### src/sv/crc16af_pkg.sv
// ----------------------------------------------------------------------------
// crc16af_pkg
// Shared constants, types and the CRC-16/ARC byte update for the frame builder.
// ----------------------------------------------------------------------------
`timescale 1ns / 1ps

package crc16af_pkg;

  localparam int unsigned FrameBytes = 10;
  localparam int unsigned CrcSpan    = 8;
  localparam int unsigned CntW       = $clog2(FrameBytes);

  localparam logic [15:0] CrcPoly    = 16'hA001;
  localparam logic [15:0] CrcInit    = 16'h0000;
  localparam logic [7:0]  StartReset = 8'hAA;
  localparam logic [7:0]  AddrReset  = 8'h01;

  localparam int unsigned PaddrW = 3;

  typedef enum logic {
    REG_START_BYTE = 1'b0,
    REG_DEV_ADDR   = 1'b1
  } reg_idx_e;

  typedef logic [CrcSpan-1:0][7:0] span_t;

  typedef struct packed {
    span_t       bytes;
    logic [15:0] crc;
  } crc_frame_t;

  function automatic logic [15:0] crc_arc_update(logic [15:0] crc, logic [7:0] data);
    logic [15:0] c;
    c = crc ^ {8'h00, data};
    for (int b = 0; b < 8; b++) begin
      if (c[0]) begin
        c = (c >> 1) ^ CrcPoly;
      end else begin
        c = c >> 1;
      end
    end
    return c;
  endfunction

endpackage

### src/sv/crc16_arc_frame_builder.sv
// ----------------------------------------------------------------------------
// crc16_arc_frame_builder
// A request passes through the CRC pipeline, then loads into the output shift register.
// Throughput: one frame byte per cycle unless out_ready_i stalls it; the request rate is set by
// the byte-wide output port; the CRC pipeline holds up to 8 requests in flight.
// Reset: asynchronous, active low; empties the pipeline, start byte 0xAA, address 0x01.
// ----------------------------------------------------------------------------
`timescale 1ns / 1ps

module crc16_arc_frame_builder (
  input  logic                           clk_i,
  input  logic                           rst_ni,
  input  logic                           psel,
  input  logic                           penable,
  input  logic                           pwrite,
  input  logic [crc16af_pkg::PaddrW-1:0] paddr,
  input  logic [31:0]                    pwdata,
  output logic [31:0]                    prdata,
  output logic                           pready,
  input  logic                           in_valid_i,
  output logic                           in_ready_o,
  input  logic [7:0]                     command_i,
  input  logic [7:0]                     payload_0_i,
  input  logic [7:0]                     payload_1_i,
  input  logic [7:0]                     payload_2_i,
  input  logic [7:0]                     payload_3_i,
  input  logic [7:0]                     payload_4_i,
  output logic                           out_valid_o,
  input  logic                           out_ready_i,
  output logic [7:0]                     frame_byte_o,
  output logic                           last_byte_o
);
  import crc16af_pkg::*;

  logic [7:0] start_q, start_d;
  logic [7:0] addr_q, addr_d;
  reg_idx_e   reg_idx;
  logic       wr_en;

  assign pready  = 1'b1;
  assign reg_idx = reg_idx_e'(paddr[2]);
  assign wr_en   = psel && penable && pwrite && pready;

  always_comb begin
    start_d = start_q;
    addr_d  = addr_q;
    prdata  = 32'h0;
    unique case (reg_idx)
      REG_START_BYTE: begin
        prdata = {24'h0, start_q};
        if (wr_en) start_d = pwdata[7:0];
      end
      REG_DEV_ADDR: begin
        prdata = {24'h0, addr_q};
        if (wr_en) addr_d = pwdata[7:0];
      end
      default: ;
    endcase
  end

  always_ff @(posedge clk_i or negedge rst_ni) begin
    if (!rst_ni) begin
      start_q <= StartReset;
      addr_q  <= AddrReset;
    end else begin
      start_q <= start_d;
      addr_q  <= addr_d;
    end
  end

  span_t      req_bytes;
  logic       pipe_valid;
  logic       pipe_ready;
  crc_frame_t pipe_frame;

  assign req_bytes = {payload_4_i, payload_3_i, payload_2_i, payload_1_i,
                      payload_0_i, command_i, addr_q, start_q};

  crc16af_crc_pipe u_crc_pipe (
    .clk_i       (clk_i),
    .rst_ni      (rst_ni),
    .in_valid_i  (in_valid_i),
    .in_ready_o  (in_ready_o),
    .in_bytes_i  (req_bytes),
    .out_valid_o (pipe_valid),
    .out_ready_i (pipe_ready),
    .out_frame_o (pipe_frame)
  );

  logic [FrameBytes-1:0][7:0] shift_q, shift_d;
  logic [CntW-1:0]            cnt_q, cnt_d;
  logic                       busy_q, busy_d;
  logic                       out_fire;
  logic                       last;
  logic                       load;

  assign last       = (cnt_q == CntW'(FrameBytes - 1));
  assign out_fire   = out_valid_o && out_ready_i;
  assign pipe_ready = !busy_q || (out_fire && last);
  assign load       = pipe_ready && pipe_valid;

  always_comb begin
    shift_d = shift_q;
    cnt_d   = cnt_q;
    busy_d  = busy_q;
    if (load) begin
      shift_d = {pipe_frame.crc[15:8], pipe_frame.crc[7:0], pipe_frame.bytes};
      cnt_d   = '0;
      busy_d  = 1'b1;
    end else if (out_fire) begin
      shift_d = {8'h00, shift_q[FrameBytes-1:1]};
      cnt_d   = cnt_q + CntW'(1);
      busy_d  = !last;
    end
  end

  always_ff @(posedge clk_i or negedge rst_ni) begin
    if (!rst_ni) begin
      cnt_q  <= '0;
      busy_q <= 1'b0;
    end else begin
      cnt_q  <= cnt_d;
      busy_q <= busy_d;
    end
  end

  always_ff @(posedge clk_i) begin
    shift_q <= shift_d;
  end

  assign out_valid_o  = busy_q;
  assign frame_byte_o = shift_q[0];
  assign last_byte_o  = last;

`ifndef SYNTHESIS
  a_cnt_range: assert property (@(posedge clk_i) disable iff (!rst_ni)
    busy_q |-> cnt_q < CntW'(FrameBytes))
    else $error("byte counter left the frame");

  a_load_start: assert property (@(posedge clk_i) disable iff (!rst_ni)
    load |=> busy_q && cnt_q == '0)
    else $error("frame load did not restart at the first byte");

  a_mid_frame: assert property (@(posedge clk_i) disable iff (!rst_ni)
    out_fire && !last_byte_o |=> out_valid_o && cnt_q == $past(cnt_q) + CntW'(1))
    else $error("frame ended before its last byte");
`endif

endmodule

### src/sv/crc16af_crc_pipe.sv
// ----------------------------------------------------------------------------
// crc16af_crc_pipe
// Eight-stage CRC pipeline: each stage folds one frame byte into the CRC.
// ----------------------------------------------------------------------------
`timescale 1ns / 1ps

module crc16af_crc_pipe (
  input  logic                    clk_i,
  input  logic                    rst_ni,
  input  logic                    in_valid_i,
  output logic                    in_ready_o,
  input  crc16af_pkg::span_t      in_bytes_i,
  output logic                    out_valid_o,
  input  logic                    out_ready_i,
  output crc16af_pkg::crc_frame_t out_frame_o
);
  import crc16af_pkg::*;

  logic [CrcSpan-1:0] valid_q;
  span_t              bytes_q [CrcSpan];
  logic [15:0]        crc_q   [CrcSpan];
  logic [CrcSpan:0]   rdy;

  assign rdy[CrcSpan] = out_ready_i;

  for (genvar k = 0; k < CrcSpan; k++) begin : g_stage
    logic        src_valid;
    span_t       src_bytes;
    logic [15:0] src_crc;
    logic [15:0] crc_d;

    if (k == 0) begin : g_first
      assign src_valid = in_valid_i;
      assign src_bytes = in_bytes_i;
      assign src_crc   = CrcInit;
    end else begin : g_next
      assign src_valid = valid_q[k-1];
      assign src_bytes = bytes_q[k-1];
      assign src_crc   = crc_q[k-1];
    end

    assign crc_d  = crc_arc_update(src_crc, src_bytes[k]);
    assign rdy[k] = !valid_q[k] || rdy[k+1];

    always_ff @(posedge clk_i or negedge rst_ni) begin
      if (!rst_ni) begin
        valid_q[k] <= 1'b0;
      end else if (rdy[k]) begin
        valid_q[k] <= src_valid;
      end
    end

    always_ff @(posedge clk_i) begin
      if (rdy[k] && src_valid) begin
        bytes_q[k] <= src_bytes;
        crc_q[k]   <= crc_d;
      end
    end
  end

  assign in_ready_o        = rdy[0];
  assign out_valid_o       = valid_q[CrcSpan-1];
  assign out_frame_o.bytes = bytes_q[CrcSpan-1];
  assign out_frame_o.crc   = crc_q[CrcSpan-1];

`ifndef SYNTHESIS
  a_first_load: assert property (@(posedge clk_i) disable iff (!rst_ni)
    in_valid_i && in_ready_o |=> valid_q[0])
    else $error("accepted request did not enter the first stage");

  a_hold_last: assert property (@(posedge clk_i) disable iff (!rst_ni)
    out_valid_o && !out_ready_i |=> out_valid_o && $stable(crc_q[CrcSpan-1]))
    else $error("stalled last stage lost or changed its CRC");

  a_ready_chain: assert property (@(posedge clk_i) disable iff (!rst_ni)
    !in_ready_o |-> valid_q[0])
    else $error("first stage refused a request while empty");
`endif

endmodule

### config.mk
export PLATFORM = sky130hd
export DESIGN_NAME = crc16_arc_frame_builder
export DESIGN_NICKNAME = d
export VERILOG_FILES = /design/src/sv/crc16af_pkg.sv /design/src/sv/crc16_arc_frame_builder.sv /design/src/sv/crc16af_crc_pipe.sv
export SDC_FILE = /design/constraint.sdc
export NUM_CORES = 1
export LEC_CHECK = 0
export ABC_AREA = 0
export BUFFER_PORTS_ARGS = -buffer_cell sky130_fd_sc_hd__buf_2
export CORE_MARGIN = 2
export CORE_UTILIZATION = 60
export DETAILED_ROUTE_END_ITERATION = 16
export PLACE_DENSITY = 0.8
export SLEW_MARGIN = 20
export SYNTH_ARGS = -nofsm -noshare
export SYNTH_HDL_FRONTEND = slang
export SYNTH_SLANG_ARGS = --single-unit
### constraint.sdc
create_clock -name clk_i -period 9.9 [get_ports clk_i]
set_input_delay 0.495 -clock clk_i [delete_from_list [all_inputs] [get_ports clk_i]]
set_output_delay 0.495 -clock clk_i [all_outputs]
set_load 0.005 [all_outputs]
### After elaboration in Yosys (flattened, before gate mapping)

Memory sizes are Yosys's and may differ from the RTL's.
Cells that the tools add are included.

* register bits: 109
* bits in latches: 0
* memory bits (writable): 640
* ROM bits: 0
* bits of input ports: 90
* output and inout port bits: 44
* word-level logic and storage cells: 220
* memories kept: 2

* $add $sub $neg: 1
* multipliers: 0
* divide/modulo/power cells: 0
* $lt $le $gt $ge: 0
* eq/ne operators: 1
* shift-type cells: 0
* multiplexer cells: 87
* bitwise gates (word level): 72
* reductions and logical operators: 35

Memories
* u_crc_pipe.bytes_q: depth 8, width 64, read ports 8, clocked after Yosys merged registers in 0, write ports 8, line crc16af_crc_pipe.sv:20 `span_t bytes_q [CrcSpan];`
* u_crc_pipe.crc_q: depth 8, width 16, read ports 8, clocked after Yosys merged registers in 0, write ports 8, line crc16af_crc_pipe.sv:21 `logic [15:0] crc_q [CrcSpan];`

Operators by type and width (number)
* 16-bit 2-to-1 mux: 64
* 2-bit inverter with 3-bit output: 63
* 80-bit 2-to-1 mux: 2
* 16-bit by 8-bit XOR with 16-bit output: 7
* 32-bit one-hot mux with 2 select lines: 1
* 1-bit 2-to-1 mux: 18
* 1-bit logical AND: 13
* 1-bit zero test: 10
* 1-bit logical OR: 9
* 4-bit 2-to-1 mux: 2
* 4-bit by 1-bit adder with 4-bit output, second input constant: 1
* 4-bit equality test, second input constant: 1
* 2-bit AND reduction: 2
* 1-bit inverter with 3-bit output: 1
* 2-bit nonzero test: 1
* 1-bit inverter: 1

### Longest topological paths before layout

An unclocked memory read counts as a cell.

* word-level depth: 18
* gate-level depth with buffers: 9
* mapped depth without buffers: 6

### Cells and area by module

Synthesis repeated with hierarchy kept, for this count alone.

* cell total of the unflattened synthesis: 1189
* area, all modules: 26201.4 um^2

Modules (own cells, without submodules)
* crc16af_crc_pipe: instances 1, cells each 908, area an instance 21602.0 um^2, sequential area each 19208.4 um^2
* crc16_arc_frame_builder: instances 1, cells each 281, area an instance 4599.4 um^2, sequential area each 2934.1 um^2

### Worst setup path after synthesis

Ideal clock, no wire load.

* path type: flip-flop to flip-flop
* start: register cnt_q[1]
* end: memory u_crc_pipe.bytes_q[1][128] (netlist name) (enable)
* library setup time: 641 ps
* arrival time: 6707 ps
* required time: 9259 ps
* slack: 2553 ps
* cell stages (with the launch flop): 6
* buffers on the path: 0
* clock period less this slack: 7347 ps
* path through: dfrtp_1 inv_1 ha_1 nand4b_1 nor2b_1 a21boi_0

RTL lines
* start, declared: line crc16_arc_frame_builder.sv:91 `logic [CntW-1:0] cnt_q, cnt_d;`
* start signal, assigned: line crc16_arc_frame_builder.sv:122 `cnt_q <= cnt_d;`
* end, declared: line crc16af_crc_pipe.sv:20

==> summary.md <==
| Metric | Value |
|---|---|
| CP required | `10,070 ps` |
| Pwr Density | `241 nW/um^2` |
| Worst skew pair latency | `570 ps` |
| Cells along the critical path | `inv_1 -> ha_1 -> nand4b_1 -> nor2b_1 -> and3_1 -> a31oi_4 -> buf_4` |
| Largest family of logic cells by synthesized area | `XOR/XNOR gates` |
| Clk slew on worst S/H paths | `60 ps` |
| WHS Endpoint | `u_crc_pipe.bytes_q[0][29]` |
| Design Power | `6.93 mW` |
| Largest net degree at the start of global routing | `81` |
| Flop2flop setup slack | `6810 ps` |
| Post-layout util | `68.6%` |
| Slowest cell delay on critical path | `800 ps` |
| Critical path class | `flip-flop to flip-flop` |
| Initial Util | `60.9%` |
| Site row count | `75` |
| CTS Root Cell | `clkbuf_16` |
| Die area | `44,200 um^2` |
| Post-Syn Area | `25,500 um^2` |
| Vias in the first global route | `10,312` |
| Max-slew violations | `0` |
| Synth warn | `0` |
| Yosys reg bits | `742` |
| Hold WS | `103 ps` |
| Mux contribution to synthesized area | `4.27%` |
| Syn avg cell area | `23.3 um^2` |
| Outcome | `finished clean` |
| Simple-Gate Fraction of Synth Area | `0.911%` |
| Setup Viol. Count Final | `0` |
| Synthesized-area fraction occupied by adder cells | `0.0980%` |
| Worst Reg-to-Reg Cells | `7` |
| Max Cap Violations | `0` |
| Buffers on Ports | `82` |
| Worst-path maximum fanout | `80` |
| R2R Path End | `u_crc_pipe.bytes_q[0][236]` |
| # IOs | `134` |
| Grt total ovfl | `0` |
| DR pass1 iterations | `5` |
| Asr flop ratio synth | `3.91%` |
| Final worst-path cycle share | `31.2%` |
| F_max | `323 MHz` |
| Post-CTS Setup Repair Bufs | `0` |
| HPWL Detailed | `21,300 um` |
| Setup TNS | `0 ps` |
| Worst R2R Start | `cnt_q[1]` |
| TritonCTS clock tree | `built` |
| WL/cell | `22.4 um` |
| Worst path top cell family by delay | `simple AND/OR/NAND/NOR gates` |
| Startpoint Class | `flip-flop` |
| GRT Total Usage | `19.0%` |
| Starting DRT DRC Count | `954` |
| Multi-input gate area | `3210 um^2` |
| Register Area | `22,100 um^2` |
| Num CTS Buffers | `66` |
| NumNets Final | `1,330` |
| N_diodes | `0` |
| Vias per cell | `5.47` |
| CTS max path bufs | `3` |
| Post-synthesis cell type count | `38` |
| Seq/Total Area, Yosys | `86.7%` |
| Hold Vio Cnt, Final | `0` |
| DRC | `0` |
| Post-route ant nets | `0` |
| Number of fill cells in the layout | `2,255` |
| Htree depth | `3` |
| Area growth from synthesis to layout | `12.7%` |
| Hold Path Origin | `payload_0_i[5]` |
| Hold crit path type | `primary input to flip-flop` |
| DR vias | `9,986` |
| Worst Path Arrival | `3260 ps` |
| Number of synthesized flops with an enable pin | `713` |
| Die height | `210 um` |
| Hold-critical path depth | `1` |
| Post-Route WL | `40,900 um` |
| Worst path slowest cell | `buf_4` |
| Pin slew with the least headroom to its limit | `1080 ps` |
| Slew HR | `28.3%` |
| Crit end category | `flip-flop` |
| Initial antenna violation count | `0` |
| LEAKAGE | `9.67 nW` |
| Synth Area in XOR/XNOR | `6.41%` |
| Fin Clk Skew | `26.0 ps` |
| Core region area | `41,900 um^2` |
| Worst IR Drop VDD | `0.192 mV` |
| RD Place Congestion | `0.772` |
| Share of cells above drive strength 1 | `24.8%` |
| Min cycle time layout | `3090 ps` |
| Die width | `210 um` |
| Buffer and inverter count on the worst path | `2` |
| Num Clock Sinks | `742` |
| Main synth FF type | `edfxtp_1` |
| Critical Path Source | `cnt_q[1]` |
| Post-Syn Instances | `1,097` |
| Compound-cell area share of the yosys netlist | `0.216%` |
| RSZ-0062 raised after global routing | `no` |
| First-pass GRT wire length | `61,900 um` |
cell families (layout without fill, tap and decap cells):
| family | after synthesis | in the layout |
|---|---|---|
| flip-flops | 742 | 742 |
| XOR/XNOR | 156 | 156 |
| multiplexers | 97 | 97 |
| buffers and inverters | 50 | 217 |
| AND/OR/NAND/NOR | 40 | 40 |
| AO/OA/AOI/OAI | 8 | 8 |
| adder cells (fa/ha/maj) | 2 | 2 |
| other | 2 | 25 |
flip-flops by register name, indices dropped and copies added, names as in the netlist:
| name | flops |
|---|---|
| u_crc_pipe.bytes_q | 512 |
| u_crc_pipe.g_stage.src_valid | 7 |
| u_crc_pipe.crc_q | 121 |
| frame_byte_o | 8 |
| shift_q | 72 |
| start_q | 8 |
| cnt_q | 4 |
| u_crc_pipe.out_valid_o | 1 |
| out_valid_o | 1 |
| addr_q | 8 |
per-stage QoR:
step	area (um^2)	setup slack, ps	std cells
after floorplan	25600	2550	1120
after global placement	26500	6980	1707
after detailed placement	26500	6880	1707
after CTS	28800	6800	1825
after global routing	28800	6610	1826
final	28800	6810	1826
cell usage in the layout (no fill, tap or decap), types with 4 or more instances in the layout:
cell type / instances
clkinv_1: 8
or2_2: 4
edfxtp_1: 713
nor2b_4: 4
conb_1: 25
inv_1: 5
clkbuf_1: 12
dfstp_2: 5
xnor2_1: 82
xor2_1: 53
clkbuf_16: 71
clkinv_2: 11
xnor3_1: 5
bufinv_16: 8
dfrtp_1: 24
buf_2: 82
and3_1: 10
mux2_2: 96
nand2_1: 7
xnor2_2: 5
buf_4: 10
worst reg2reg max path, stage by stage, from the launching register on:
cell      delay (ps)
dfrtp_1          420
inv_1             80
ha_1             160
nand4b_1         230
nor2b_1          330
and3_1           380
a31oi_4          230
buf_4            800
how the worst max path moves through the flow:
stage / depth (start not counted) / to / slack [ps]
2_1_floorplan: 5 / u_crc_pipe.bytes_q[1][128] / 2550
3_3_place_gp: 6 / u_crc_pipe.bytes_q[1][247] / 6980
3_5_place_dp: 6 / u_crc_pipe.bytes_q[1][248] / 6880
4_1_cts: 6 / u_crc_pipe.crc_q[1][50] / 6800
5_1_grt: 6 / u_crc_pipe.bytes_q[1][233] / 6610
6_report: 7 / u_crc_pipe.bytes_q[0][236] / 6810
layer usage:
metal / global-route usage, % / part of all wire [%] / vias up
li1: - / - / 4444
met1: 25.2 / 40 / 5060
met2: 31.5 / 52 / 383
met3: 3.58 / 5.4 / 99
met4: 7.90 / 3.3 / 0
met5: 0 / 0 / -
synth_stat cells (all sizes together), types with 4 or more instances:
| cell type | n | area (um^2) |
|---|---|---|
| and3 | 10 | 62.6 |
| nand2 | 7 | 26.3 |
| buf | 41 | 315 |
| inv | 6 | 22.5 |
| dfstp | 5 | 131 |
| dfrtp | 24 | 601 |
| xor2 | 54 | 480 |
| xnor2 | 88 | 827 |
| nor2b | 5 | 31.3 |
| mux2 | 96 | 1080 |
| xnor3 | 8 | 184 |
| or2 | 4 | 25.0 |
| xor3 | 6 | 146 |
| edfxtp | 713 | 21400 |
final cells by class:
class,count,area share [%]
flip-flops and latches,742,76.9
multi-input cells,328,11.1
well taps,539,2.34
inverters,6,0.0782
clock inverters,32,1.27
clock buffers,85,6.42
repair buffers,94,1.82
power by group:
group | leakage, nW | total (mW) | switching, mW | internal (mW)
clock | 1.09 | 2.61 | 1.08 | 1.53
sequential | 6.82 | 3.82 | 0.0942 | 3.73
combinational | 1.77 | 0.500 | 0.282 | 0.218
total | 9.67 | 6.93 | 1.46 | 5.48
repair_timing:
action | in CTS | in global routing
endpoints found under the hold margin | 24 | 0
hold buffers | 1 | 0
resized for setup | 0 | 0
No activity file was read; power rests on OpenSTA's default activity.
